<file path="config.mk">
export PLATFORM = sky130hd
export DESIGN_NAME = afs_queue
export DESIGN_NICKNAME = d
export VERILOG_FILES = /design/src/design/afs_queue.sv
export SDC_FILE = /design/constraint.sdc
export NUM_CORES = 1
export LEC_CHECK = 0
export BUFFER_PORTS_ARGS = -buffer_cell sky130_fd_sc_hd__buf_2
export CAP_MARGIN = 20
export CORE_MARGIN = 10
export CORE_UTILIZATION = 30
export DETAILED_ROUTE_END_ITERATION = 10
export PLACE_DENSITY = 0.47
export SLEW_MARGIN = 0
export SYNTH_ARGS = -nofsm -noshare
export SYNTH_HDL_FRONTEND = slang
export SYNTH_SLANG_ARGS = --single-unit
</file>
<file path="constraint.sdc">
create_clock -name aclk -period 2.6 [get_ports aclk]
set_clock_uncertainty 0.15 [all_clocks]
set_input_delay 0.26 -clock aclk [delete_from_list [all_inputs] [get_ports aclk]]
set_output_delay 0.26 -clock aclk [all_outputs]
set_load 0.01 [all_outputs]
</file>
<file path="src/design/afs_queue.sv">
`default_nettype none
module afs_queue #(
    parameter int WIDTH = 8,
    parameter int DEPTH = 4
) (
    input  wire logic             aclk,
    input  wire logic             aresetn,
    input  wire logic             in_valid,
    output logic                  in_ready,
    input  wire logic [WIDTH-1:0] in_data,
    output logic                  out_valid,
    input  wire logic             out_ready,
    output logic [WIDTH-1:0]      out_data,
    output logic [$clog2(DEPTH):0] level
);
    localparam int AW = $clog2(DEPTH);

    logic [WIDTH-1:0] mem_reg [DEPTH];
    logic [AW-1:0]    wr_ptr_reg, rd_ptr_reg;
    logic [AW:0]      cnt_reg, cnt_next;
    logic             push, pop;

    assign in_ready  = (cnt_reg != (AW+1)'(DEPTH));
    assign out_valid = (cnt_reg != '0);
    assign out_data  = mem_reg[rd_ptr_reg];
    assign level     = cnt_reg;
    assign push      = in_valid && in_ready;
    assign pop       = out_valid && out_ready;

    always_comb begin
        cnt_next = cnt_reg;
        if (push && !pop) begin
            cnt_next = cnt_reg + 1'b1;
        end else if (pop && !push) begin
            cnt_next = cnt_reg - 1'b1;
        end
    end

    always_ff @(posedge aclk) begin
        if (!aresetn) begin
            wr_ptr_reg <= '0;
            rd_ptr_reg <= '0;
            cnt_reg    <= '0;
        end else begin
            cnt_reg <= cnt_next;
            if (push) begin
                wr_ptr_reg <= wr_ptr_reg + 1'b1;
            end
            if (pop) begin
                rd_ptr_reg <= rd_ptr_reg + 1'b1;
            end
        end
    end

    always_ff @(posedge aclk) begin
        if (push) begin
            mem_reg[wr_ptr_reg] <= in_data;
        end
    end
endmodule
`default_nettype wire

</file>
======== Word-level counts from Yosys, hierarchy flattened ========
Memory sizes are Yosys's and may differ from the RTL's. A register that Yosys moved wholly into a read port is not among the register bits.
Index checks and enable logic that the tools add are counted.
operators by class
  reductions and logical operators ........ 8
  muxes and demuxes ....................... 6
  eq/ne operators ......................... 1
  $add $sub $neg .......................... 4
operators with widths
  cell                                                                count
  3-bit two-way mux                                                   2
  2-bit by 1-bit adder with 2-bit output, second input constant       2
  1-bit logical AND                                                   4
  2-bit two-way mux                                                   2
  3-bit by 1-bit adder with 3-bit output, second input constant       1
  3-bit inequality test, second input constant                        1
  3-bit nonzero test                                                  1
  3-bit by 1-bit subtractor with 3-bit output, second input constant  1
  1-bit logical NOT                                                   2
  1-bit two-way mux                                                   2
  2-bit nonzero test                                                  1
storage, ports and cells
  memories ................................ 1
  input port bits ......................... 12
  bits in writable memories ............... 32
  register bits after elaboration ......... 7
  output and inout port bits .............. 13
memory list
  memory   depth  bits a word  read ports  clocked after memory_dff  wr ports  line  source
  mem_reg  4      8            1           1                         1         18    logic [WIDTH-1:0] mem_reg [DEPTH];

======== Longest topological paths before layout ========
  word-level depth ........................ 6
  mapped depth ............................ 8
  gate-level depth less buffers ........... 8

======== Worst setup path after synthesis ========
OpenSTA, ideal clock, no wires.
  path kind ............................... flip-flop to flip-flop
  from .................................... reg cnt_reg[0] (netlist: level[0])
  to ...................................... reg cnt_reg[2] (netlist: level[2])
  data required time ...................... 2.374 ns
  cell stages (with the launch flop) ...... 9
  library setup time ...................... 0.076 ns
  path slack .............................. 0.302 ns
  path buffers ............................ 0
  data arrival time ....................... 2.073 ns
  period minus slack after synthesis ...... 2.298 ns
  cell sequence ........................... dfxtp_1 -> nor2_2 -> a21boi_4 -> ha_1 -> inv_1 -> fa_1 -> xor2_1 -> or3_1 -> a21boi_0
on the way
  longest elaborated chain between the ends .. 5
  elaborated cells on any way between the ends .. 13
  classes of those cells .................. add/sub (2); eq/ne (1); mux (2); reduce/logical (8)
ends and longest elaborated chain
  element                       line  source
  start: declaration            20    logic [AW:0] cnt_reg, cnt_next;
  start signal: assignment      45    cnt_reg <= cnt_next;
  3-bit inequality test (*)     23    assign in_ready = (cnt_reg != (AW+1)'(DEPTH));
  1-bit logical AND (*)         27    assign push = in_valid && in_ready;
  named net push                21    logic push, pop;
  1-bit logical NOT             34    end else if (pop && !push) begin
  1-bit logical AND             34
  2-bit nonzero test (no line)  --
The timed path passes the listed nets; every way through them passes the cells marked *. The select of a mux whose other input is x is not followed.
A chain may end at the register's enable or synchronous reset.

======== Worst setup path after layout ========
Same ends and word-level chain as after synthesis.

==> reports/metrics.yaml <==
power:
  p_seq_frac: 0.477
  vdd_drop_max_v: 0.000353
  power_density_nw_per_um2: 975
  p_clk_frac: 0.271
  p_switching_uw: 543
  p_sw_frac: 0.282
  p_leak_uw: 0.000702
  p_comb_frac: 0.251
  internal-power_uw: 1380
layout:
  layout_common_cells: "32 x edfxtp_1, 24 x buf_2, 9 x dfxtp_1"
  nFillCells: 502
  largest_reg_flops: 32
  num_antenna_cells: 0
  mostFrequentLayoutCell: "edfxtp_1"
  fin_cells: 189
  layout-drive-gt1-share: 0.378
  nNetsFinal: 136
  area_growth_pct: 19.0
place:
  numPortBuffers: 24
  gp_congestion: 0.723
  dp.cells: 181
yosys:
  ys_seq_area_frac: 0.689
  synth_nets: 108
  synth.distinct_cells: 22
  synth_top_area_frac: 0.580
  avgSynthCellArea_um2: 18.4
  synth_seq_cells: 41
  ys_warn_count: 0
  synth_cells: 90
  synth_area_um2: 1660
  yosys.area.top_type: "edfxtp_1"
  netlist_top_cells_area: "edfxtp_1 58%, dfxtp_1 11%, mux4_2 11%"
die:
  start_util: 0.316
  dieWidth_um: 94.3
  die_y_um: 94.3
  dieArea_um2: 8890
  coreArea_um2: 5240
  io_pins: 25
  row_count: 26
grt:
  grt-ovfl-total: 0
  antenna_found_initial: 0
  grt_pass1_vias: 947
  grt_pass1_wl_um: 4640
  grt_max_degree: 14
  grtUsageTotal: 0.0714
sta:
  relSlewSlack: 0.620
  period_minus_slack_ns: 2.38
  hold_viol_final: 0
  fmax_ghz: 0.420
  drv_slew: 0
  rsz0062_at_grt: "false"
  tns_ns: 0
  finalSetupViolations: 0
  layout_worst_path_cycle_share: 0.915
  worstMarginPinSlew_ns: 0.569
critical_path:
  crit_type: "flip-flop to flip-flop"
  crit_family: "adder cells"
  critPathBufInv: 1
  crit_chain: "nor2_2 > a21boi_4 > ha_1 > inv_1 > fa_1 > xor2_1 > or3_1 > a21boi_0"
  critPathRequiredTime_ns: 2.67
  slowest_stage: "dfxtp_1"
  max_stage_delay_ns: 0.55
  crit_arrival_ns: 2.45
  crit_path_max_fanout: 7
  cp-start-kind: "flip-flop"
  critPathCaptureType: "flip-flop"
clocking:
  clockRootBuffer: "clkbuf_8"
  h-tree-depth: 2
  cts_setup_buffers: 0
  clock-sinks: 41
  hold_buffers: 0
  clkTransAtPathRegs_ns: 0.08
  tritoncts: "built"
  clockBufferDepth: 2
  clock_latency_ns: 0.29
  cts_buffers: 5
  cts_resized: 0
min_path:
  hp-class: "input pin to flip-flop"
drt:
  antenna_left: 0
  drcViolationCount: 0
  drtPass1Iterations: 4
  viasPerCell: 4.35
  vias: 823
  wire_per_inst_um: 15.3
  first_iter_violations: 6
  wl_um: 2900
flow_run:
  maxCapViolCount: 0
status:
  outcome: "finished, final reports clean"
[per-layer routing]
metal,track usage,vias up,wire length (um)
met5,0,-,0
met4,0.0418,0,67
met3,0.0280,8,133
met2,0.118,15,1490
met1,0.0760,404,1210
li1,-,396,-
[logic make-up after synthesis]
kind of cell | count (synthesis) | share of synthesized area
flip-flops | 41 | 0.689
AND/OR/NAND/NOR | 17 | 0.0574
multiplexers | 11 | 0.127
buffers and inverters | 6 | 0.0143
adder cells (fa/ha/maj) | 6 | 0.0498
AO/OA/AOI/OAI | 5 | 0.0415
XOR/XNOR | 4 | 0.0212
[power groups by stage]
stage	clock, uW	sequential [uW]	combinational [uW]
2_1_floorplan	0	885	370
3_3_place_gp	0	933	494
3_5_place_dp	0	939	496
4_1_cts	536	924	498
5_1_grt	569	936	540
6_report	522	917	483
[through the flow]
step            util  total power [uW]  setup slack, ns  instance area [um2]  hold slack (ns)
2_1_floorplan      -              1260            0.302                 1660            0.209
3_3_place_gp   0.354              1430            0.281                 1850            0.321
3_5_place_dp   0.354              1430            0.235                 1850            0.333
4_1_cts        0.376              1960            0.217                 1970           0.0269
5_1_grt        0.376              2040           0.0223                 1970           0.0261
6_report       0.376              1920            0.221                 1970           0.0372
[cell type report]
type                    count  area (um2)  area share
multi-input cells          43         492       0.249
inverters                   3        11.3     0.00571
clock inverters             2        37.5      0.0190
well taps                  70        87.6      0.0444
clock buffers               6        82.6      0.0419
flip-flops and latches     41        1140       0.579
repair buffers             24         120      0.0609
[synthesized netlist by cell type]
cell / count
or3_2: 1
nand2_1: 5
edfxtp_1: 32
a21boi_4: 1
ha_1: 5
o21ai_0: 1
inv_1: 3
fa_1: 1
o31ai_4: 1
mux2i_1: 3
nor2b_1: 1
nor2_2: 1
xnor2_1: 3
a21boi_0: 1
o311ai_2: 1
or3_1: 1
buf_2: 1
xor2_1: 1
clkbuf_1: 2
dfxtp_1: 9
mux4_2: 8
and2_1: 8
[worst paths after layout]
path	startpoint	cells past startpoint	slack (ns)	to
hold / removal	in_data[0]	1	0.04	mem_reg[1][0]
setup reg to reg	level[0]	8	0.22	level[2]
hold reg to reg	wr_ptr_reg[0]	2	0.35	wr_ptr_reg[0]
setup / recovery	level[0]	8	0.22	level[2]
(Power assumes the default switching activity.)
