--- config.mk ---
export PLATFORM = sky130hd
export DESIGN_NAME = afs_front
export DESIGN_NICKNAME = d
export VERILOG_FILES = /design/src/design/afs_pkg.sv /design/src/design/afs_front.sv
export SDC_FILE = /design/constraint.sdc
export NUM_CORES = 1
export LEC_CHECK = 0
export ABC_CLOCK_PERIOD_IN_PS = 2400
export BUFFER_PORTS_ARGS = -buffer_cell sky130_fd_sc_hd__buf_2
export CORE_ASPECT_RATIO = 1.25
export CORE_MARGIN = 1.5
export CORE_UTILIZATION = 35
export CTS_BUF_LIST = sky130_fd_sc_hd__clkbuf_16
export CTS_CLUSTER_SIZE = 10
export DETAILED_ROUTE_END_ITERATION = 10
export GPL_TIMING_DRIVEN = 0
export PLACE_DENSITY = 0.89
export SLEW_MARGIN = 20
export SYNTH_ARGS = -nofsm -noshare
export SYNTH_HDL_FRONTEND = slang
export SYNTH_SLANG_ARGS = --single-unit
--- constraint.sdc ---
create_clock -name aclk -period 2.4 [get_ports aclk]
set_input_delay 0.24 -clock aclk [delete_from_list [all_inputs] [get_ports aclk]]
set_output_delay 0.24 -clock aclk [all_outputs]
set_load 0.02 [all_outputs]
--- src/design/afs_pkg.sv ---
`default_nettype none
package afs_pkg;

    localparam int MAX_INSERT_DEF = 1023;
    localparam int COUNT_BITS_DEF = 32;
    localparam int N_CAT          = 11;
    localparam int CAT_DEPTH      = 22;
    localparam int CAT_AW         = 5;
    localparam int MAPQ_DEPTH     = 256;
    localparam int BIN_BITS       = 17;
    localparam int IDX_BITS       = 11;
    localparam int Q_DEPTH        = 4;
    localparam int OUT_DEPTH      = 4;
    localparam logic [7:0] HQ_RESET = 8'd5;

    localparam int CAT_READS    = 0;
    localparam int CAT_MAPPED   = 1;
    localparam int CAT_PAIRED   = 2;
    localparam int CAT_PAIRMAP  = 3;
    localparam int CAT_PROPER   = 4;
    localparam int CAT_SINGLE   = 5;
    localparam int CAT_READ1    = 6;
    localparam int CAT_READ2    = 7;
    localparam int CAT_DUP      = 8;
    localparam int CAT_DIFFCHR  = 9;
    localparam int CAT_DIFFHIGH = 10;

    localparam logic CMD_ACCOUNT = 1'b0;
    localparam logic CMD_READ    = 1'b1;

    localparam logic [1:0] BANK_CAT   = 2'd0;
    localparam logic [1:0] BANK_INS   = 2'd1;
    localparam logic [1:0] BANK_MQF   = 2'd2;
    localparam logic [1:0] BANK_MQO   = 2'd3;

    typedef struct packed {
        logic                cmd;
        logic                qc;
        logic [N_CAT-1:0]    cat_mask;
        logic                ins_en;
        logic [BIN_BITS-1:0] ins_bin;
        logic                mqf_en;
        logic                mqo_en;
        logic [7:0]          qual;
        logic [1:0]          bank;
        logic [IDX_BITS-1:0] index;
    } afs_item_t;

endpackage
`default_nettype wire

--- src/design/afs_front.sv ---
`default_nettype none
module afs_front #(
    parameter int MAX_INSERT = afs_pkg::MAX_INSERT_DEF
) (
    input  wire logic              aclk,
    input  wire logic              aresetn,
    input  wire logic              s_tvalid,
    output logic                   s_tready,
    input  wire logic [135:0]      s_tdata,
    input  wire logic              s_tuser,
    input  wire logic              cfg_valid,
    output logic                   cfg_ready,
    input  wire logic [7:0]        cfg_data,
    output logic                   q_push,
    input  wire logic              q_ready,
    output afs_pkg::afs_item_t     q_item
);
    import afs_pkg::*;

    logic [7:0]  hq_min_reg;
    logic [15:0] flag;
    logic [31:0] isz, tid, mtid;
    logic [7:0]  qual;
    logic        paired, unmap, munmap, both_mapped, diff_chr;
    logic [32:0] mag;

    assign flag = s_tdata[15:0];
    assign isz  = s_tdata[47:16];
    assign tid  = s_tdata[79:48];
    assign mtid = s_tdata[111:80];
    assign qual = s_tdata[119:112];

    assign cfg_ready = 1'b1;
    assign s_tready  = q_ready;
    assign q_push    = s_tvalid;

    always_ff @(posedge aclk) begin
        if (!aresetn) begin
            hq_min_reg <= HQ_RESET;
        end else if (cfg_valid) begin
            hq_min_reg <= cfg_data;
        end
    end

    assign paired      = flag[0];
    assign unmap       = flag[2];
    assign munmap      = flag[3];
    assign both_mapped = paired && !unmap && !munmap;
    assign diff_chr    = (mtid != tid);
    assign mag = isz[31] ? (33'h1_0000_0000 - {1'b0, isz}) : {1'b0, isz};

    always_comb begin
        q_item          = '0;
        q_item.cmd      = s_tuser;
        q_item.qc       = flag[9];
        q_item.qual     = qual;
        q_item.bank     = s_tdata[121:120];
        q_item.index    = s_tdata[132:122];
        q_item.cat_mask[CAT_READS]    = 1'b1;
        q_item.cat_mask[CAT_PAIRED]   = paired;
        q_item.cat_mask[CAT_PROPER]   = paired && flag[1];
        q_item.cat_mask[CAT_READ1]    = paired && flag[6];
        q_item.cat_mask[CAT_READ2]    = paired && flag[7];
        q_item.cat_mask[CAT_SINGLE]   = paired && munmap && !unmap;
        q_item.cat_mask[CAT_PAIRMAP]  = both_mapped;
        q_item.cat_mask[CAT_DIFFCHR]  = both_mapped && diff_chr;
        q_item.cat_mask[CAT_DIFFHIGH] = both_mapped && diff_chr && (qual >= hq_min_reg);
        q_item.cat_mask[CAT_MAPPED]   = !unmap;
        q_item.cat_mask[CAT_DUP]      = flag[10];
        q_item.ins_en = both_mapped && (isz != '0);
        if (mag > 33'(MAX_INSERT)) begin
            q_item.ins_bin = BIN_BITS'(MAX_INSERT + 1);
        end else begin
            q_item.ins_bin = BIN_BITS'(mag);
        end
        q_item.mqf_en = !unmap && flag[6];
        q_item.mqo_en = !unmap && !flag[6];
    end
endmodule
`default_nettype wire

# Yosys cells after proc, flatten, opt, wreduce, memory -nomap -nowiden
# Cells that the tools add are included.
[classes]
addsub = 1
order_cmp = 2
eq_ne = 1
mux = 2
reduce_logical = 16
[ops]
columns = ["op", "count"]
rows = [
  ["$gt 33x10->1 const B", 1],
  ["$mux 33", 1],
  ["$sub 33x32->33 const A", 1],
  ["$ne 32x32->1", 1],
  ["$reduce_bool 32->1", 1],
  ["$mux 17", 1],
  ["$logic_and 1x1->1", 12],
  ["$ge 8x8->1", 1],
  ["$logic_not 1->1", 3],
]
[word_totals]
reg_bits = 8

# Depth between registers and ports, before layout
[logic_depth]
word_depth = 5
mapped_depth = 10
depth_no_buf = 9

# Least setup slack after synthesis
# Ideal clock, no wire load.
[synth_timing]
path_type = "input to output"
startpoint = "in s_tdata[16]"
endpoint = "out q_item[25] (netlist bit)"
arrival_time_ns = 2.457
t_required_ns = 2.160
slack_ns = -0.297
path_stages = 10
path_buffers = 1
path_cell_list = "inv_1 > ha_1 > or4b_1 > nor4_1 > mux2_1 > nor4_1 > and4_1 > nand4_2 > buf_6 > a21oi_2"
[synth_lines]
columns = ["element", "line", "rtl"]
rows = [
  ["start, declared", "afs_front.sv:9", "input wire logic [135:0] s_tdata,"],
  ["end, declared", "afs_front.sv:16", "output afs_pkg::afs_item_t q_item"],
]

==> qor.yml <==
outcome:
  status: "finished, violations left"
  violations: "negative setup slack"
min_path:
  min_path_cells: 3
  hold_path_startpoint: "cfg_data[0]"
  hold-path-endpoint: "hq_min_reg[0]"
  holdCritPathClass: "input pin to flip-flop"
sta:
  maxSlewViolCount: 0
  clock_skew_ns: 0
  timing.final.ws_setup_ns: -0.419
  min_period_over_period_pct: 117
  rsz0062_at_grt: "yes"
  worst_slew_pin_slew_ns: 0.565
  period_needed_ns: 2.82
  max_freq_mhz: 355
  setup_tns_ns: -4.22
  hold_viol_final: 0
  slew_headroom_pct: 62.3
  setup_violations: 11
final_layout:
  drive_above_1_share_pct: 53.5
  fin_nets: 658
  syn2layout_area_growth_pct: 66.1
  stdcell_count: 588
  fin_util_pct: 61.0
  largest_reg_flops: 8
  layout_commonest_cell: "buf_2"
  final_cell_mix: "buf_2 (147), buf_4 (54), xnor2_1 (33)"
grt:
  grt_usage_pct: 25.9
  first_global_vias: 3042
  antenna_found_initial: 10
  grt_max_degree: 11
  grt_pass1_wl_um: 13900
  grt_overflow: 0
placed_design:
  gp_congestion: 0.894
  dpl.hpwl_um: 7680
  place_inst: 563
  dp_slack_ns: -0.722
  io_buffers: 163
job:
  cap_violations: 0
synthesis:
  synthCells: 309
  yosysSeqAreaShare_pct: 6.98
  synth_edf_count: 0
  yosys.cell_types.count: 61
  synth_seq_cells: 8
  synth_ff_type: "dfxtp_1"
  yosys_warnings: 0
  syn-cell-area_sq_um: 2290
  post_synth.cell_area_avg_sq_um: 7.43
  async_reset_ff_share_pct: 0
routing:
  vias_per_cell: 5.23
  wl_per_cell_um: 16.5
  drc: 0
  first_pass_iters: 5
  drt.antenna.violating_nets: 0
  wl_um: 9720
  first_iter_violations: 87
  vias: 3077
clock_tree:
  cts_made_buffers: 3
  cts_hold_buf: 0
  cts_sinks: 8
  cts_buffer_depth: 2
  clkTransAtPathRegs_ns: 0.03
  tritoncts: "done"
  htree_levels: 1
  root_buffer: "clkbuf_16"
  clk_latency_ns: 0.23
power_and_ir_drop:
  power_frac_seq_pct: 14.9
  p_int_mw: 0.621
  p_leak_nw: 1.76
  power.density_nw_per_um2: 257
  power_frac_comb_pct: 57.1
  clockPowerShare_pct: 28.1
  vdd_drop_max_mv: 0.185
  p_switching_mw: 0.358
  swShare_pct: 36.6
worst_setup_path:
  crit_required_ns: 2.16
  arrival_ns: 2.58
  r2r-end: "hq_min_reg[0]"
  crit_top_cell: "buf_4"
  critical-path-max-stage-delay_ns: 0.51
  start_kind: "input pin"
  slowest_stage: "or4b_4"
  path_cells: "buf_12 -> inv_16 -> ha_4 -> or4b_4 -> nor4_4 -> mux2_4 -> nor4_2 -> and4_4 -> nand4_4 -> buf_4 -> nor2b_4 -> buf_4"
  critical_path_class: "input pin to output pin"
  path_max_fanout: 4
  worst_setup_path_end_kind: "output pin"
  reg2reg_from: "hq_min_reg[0]"
  r2r_setup_slack_ns: 1.80
  ff2ff_path_depth: 2
die:
  dieWidth_um: 75.4
  start_util_pct: 36.7
  io-pin-count: 207
  die_area_sq_um: 7050
  core_area_sq_um: 6250
  rows: 32
  die_h_um: 93.5
final cells by class:
type,count,area (sq um)
fillers,543,2430
inverters,20,98.8
plain buffers,46,343
multi-input cells,242,1950
diodes,6,15.0
repair buffers,178,1060
flip-flops and latches,8,160
well taps,85,106
clock buffers,3,75.1
cell usage after synthesis, types with 8 or more instances:
library cell / instances / share of area (%)
buf_4: 36 / 12
xnor2_1: 34 / 13
inv_1: 20 / 3.3
nand2_1: 15 / 2.5
nor2_1: 15 / 2.5
nor3_1: 14 / 3.1
nor4_1: 12 / 3.3
nand4_1: 11 / 3.0
nor2b_1: 10 / 2.7
ha_1: 9 / 4.9
a21oi_1: 8 / 1.7
dfxtp_1: 8 / 7.0
mux2i_1: 8 / 3.5
nor2_2: 8 / 2.2
o21ai_0: 8 / 1.7
logic make-up (layout without fill, tap and decap cells):
logic type / after synthesis / count (layout) / share of synthesized area [%]
XOR/XNOR: 40 / 40 / 15.3
AO/OA/AOI/OAI: 55 / 55 / 18.5
multiplexers: 9 / 9 / 3.98
AND/OR/NAND/NOR: 120 / 121 / 32.3
other: 2 / 14 / 0.327
buffers and inverters: 66 / 247 / 17.7
adder cells (fa/ha/maj): 9 / 9 / 4.91
flip-flops: 8 / 8 / 6.98
how the worst max path moves through the flow:
stage | endpoint | cells past startpoint | slack (ns) | from
detailed placement | q_item[25] | 12 | -0.72 | s_tdata[16]
global placement | q_item[25] | 12 | -0.70 | s_tdata[16]
finish | q_item[27] | 12 | -0.42 | s_tdata[16]
global route | q_item[27] | 12 | -0.48 | s_tdata[16]
CTS | q_item[25] | 12 | -0.40 | s_tdata[16]
floorplan | q_item[25] | 10 | -0.14 | s_tdata[16]
layer usage:
layer  track usage [%]  wire (um)
met4              11.0        310
met1              23.6       3250
met3              12.6       1260
met5                 0         23
met2              47.1       4880
worst max-delay path, delay by kind of cell:
| family | cells | cell delay, ns |
|---|---|---|
| buf+inv | 4 | 0.49 |
| fa+ha+maj | 1 | 0.13 |
| simple gates | 6 | 1.39 |
| mux | 1 | 0.33 |
power by group through the flow:
| stage | registers (mW) | clock network, mW | logic [mW] |
|---|---|---|---|
| 3_3_place_gp | 0.147 | 0 | 0.500 |
| 6_report | 0.145 | 0.275 | 0.559 |
| 3_5_place_dp | 0.148 | 0 | 0.512 |
| 5_1_grt | 0.146 | 0.288 | 0.607 |
| 4_1_cts | 0.146 | 0.283 | 0.540 |
| 2_1_floorplan | 0.147 | 0 | 0.298 |
repair_timing:
action	CTS	global route
pin swaps	12	1
resized for setup	45	19
endpoints found under the setup margin	11	11
setup buffers	11	3
gates cloned	2	0
through the flow:
stage               power [mW]  hold WS (ns)  instance area, sq um
floorplan                0.445         0.302                  2420
global placement         0.647         0.458                  3350
detailed placement       0.660         0.466                  3350
CTS                      0.969         0.227                  3710
global route              1.04         0.257                  3810
finish                   0.979         0.231                  3810
(Power assumes the default switching activity.)
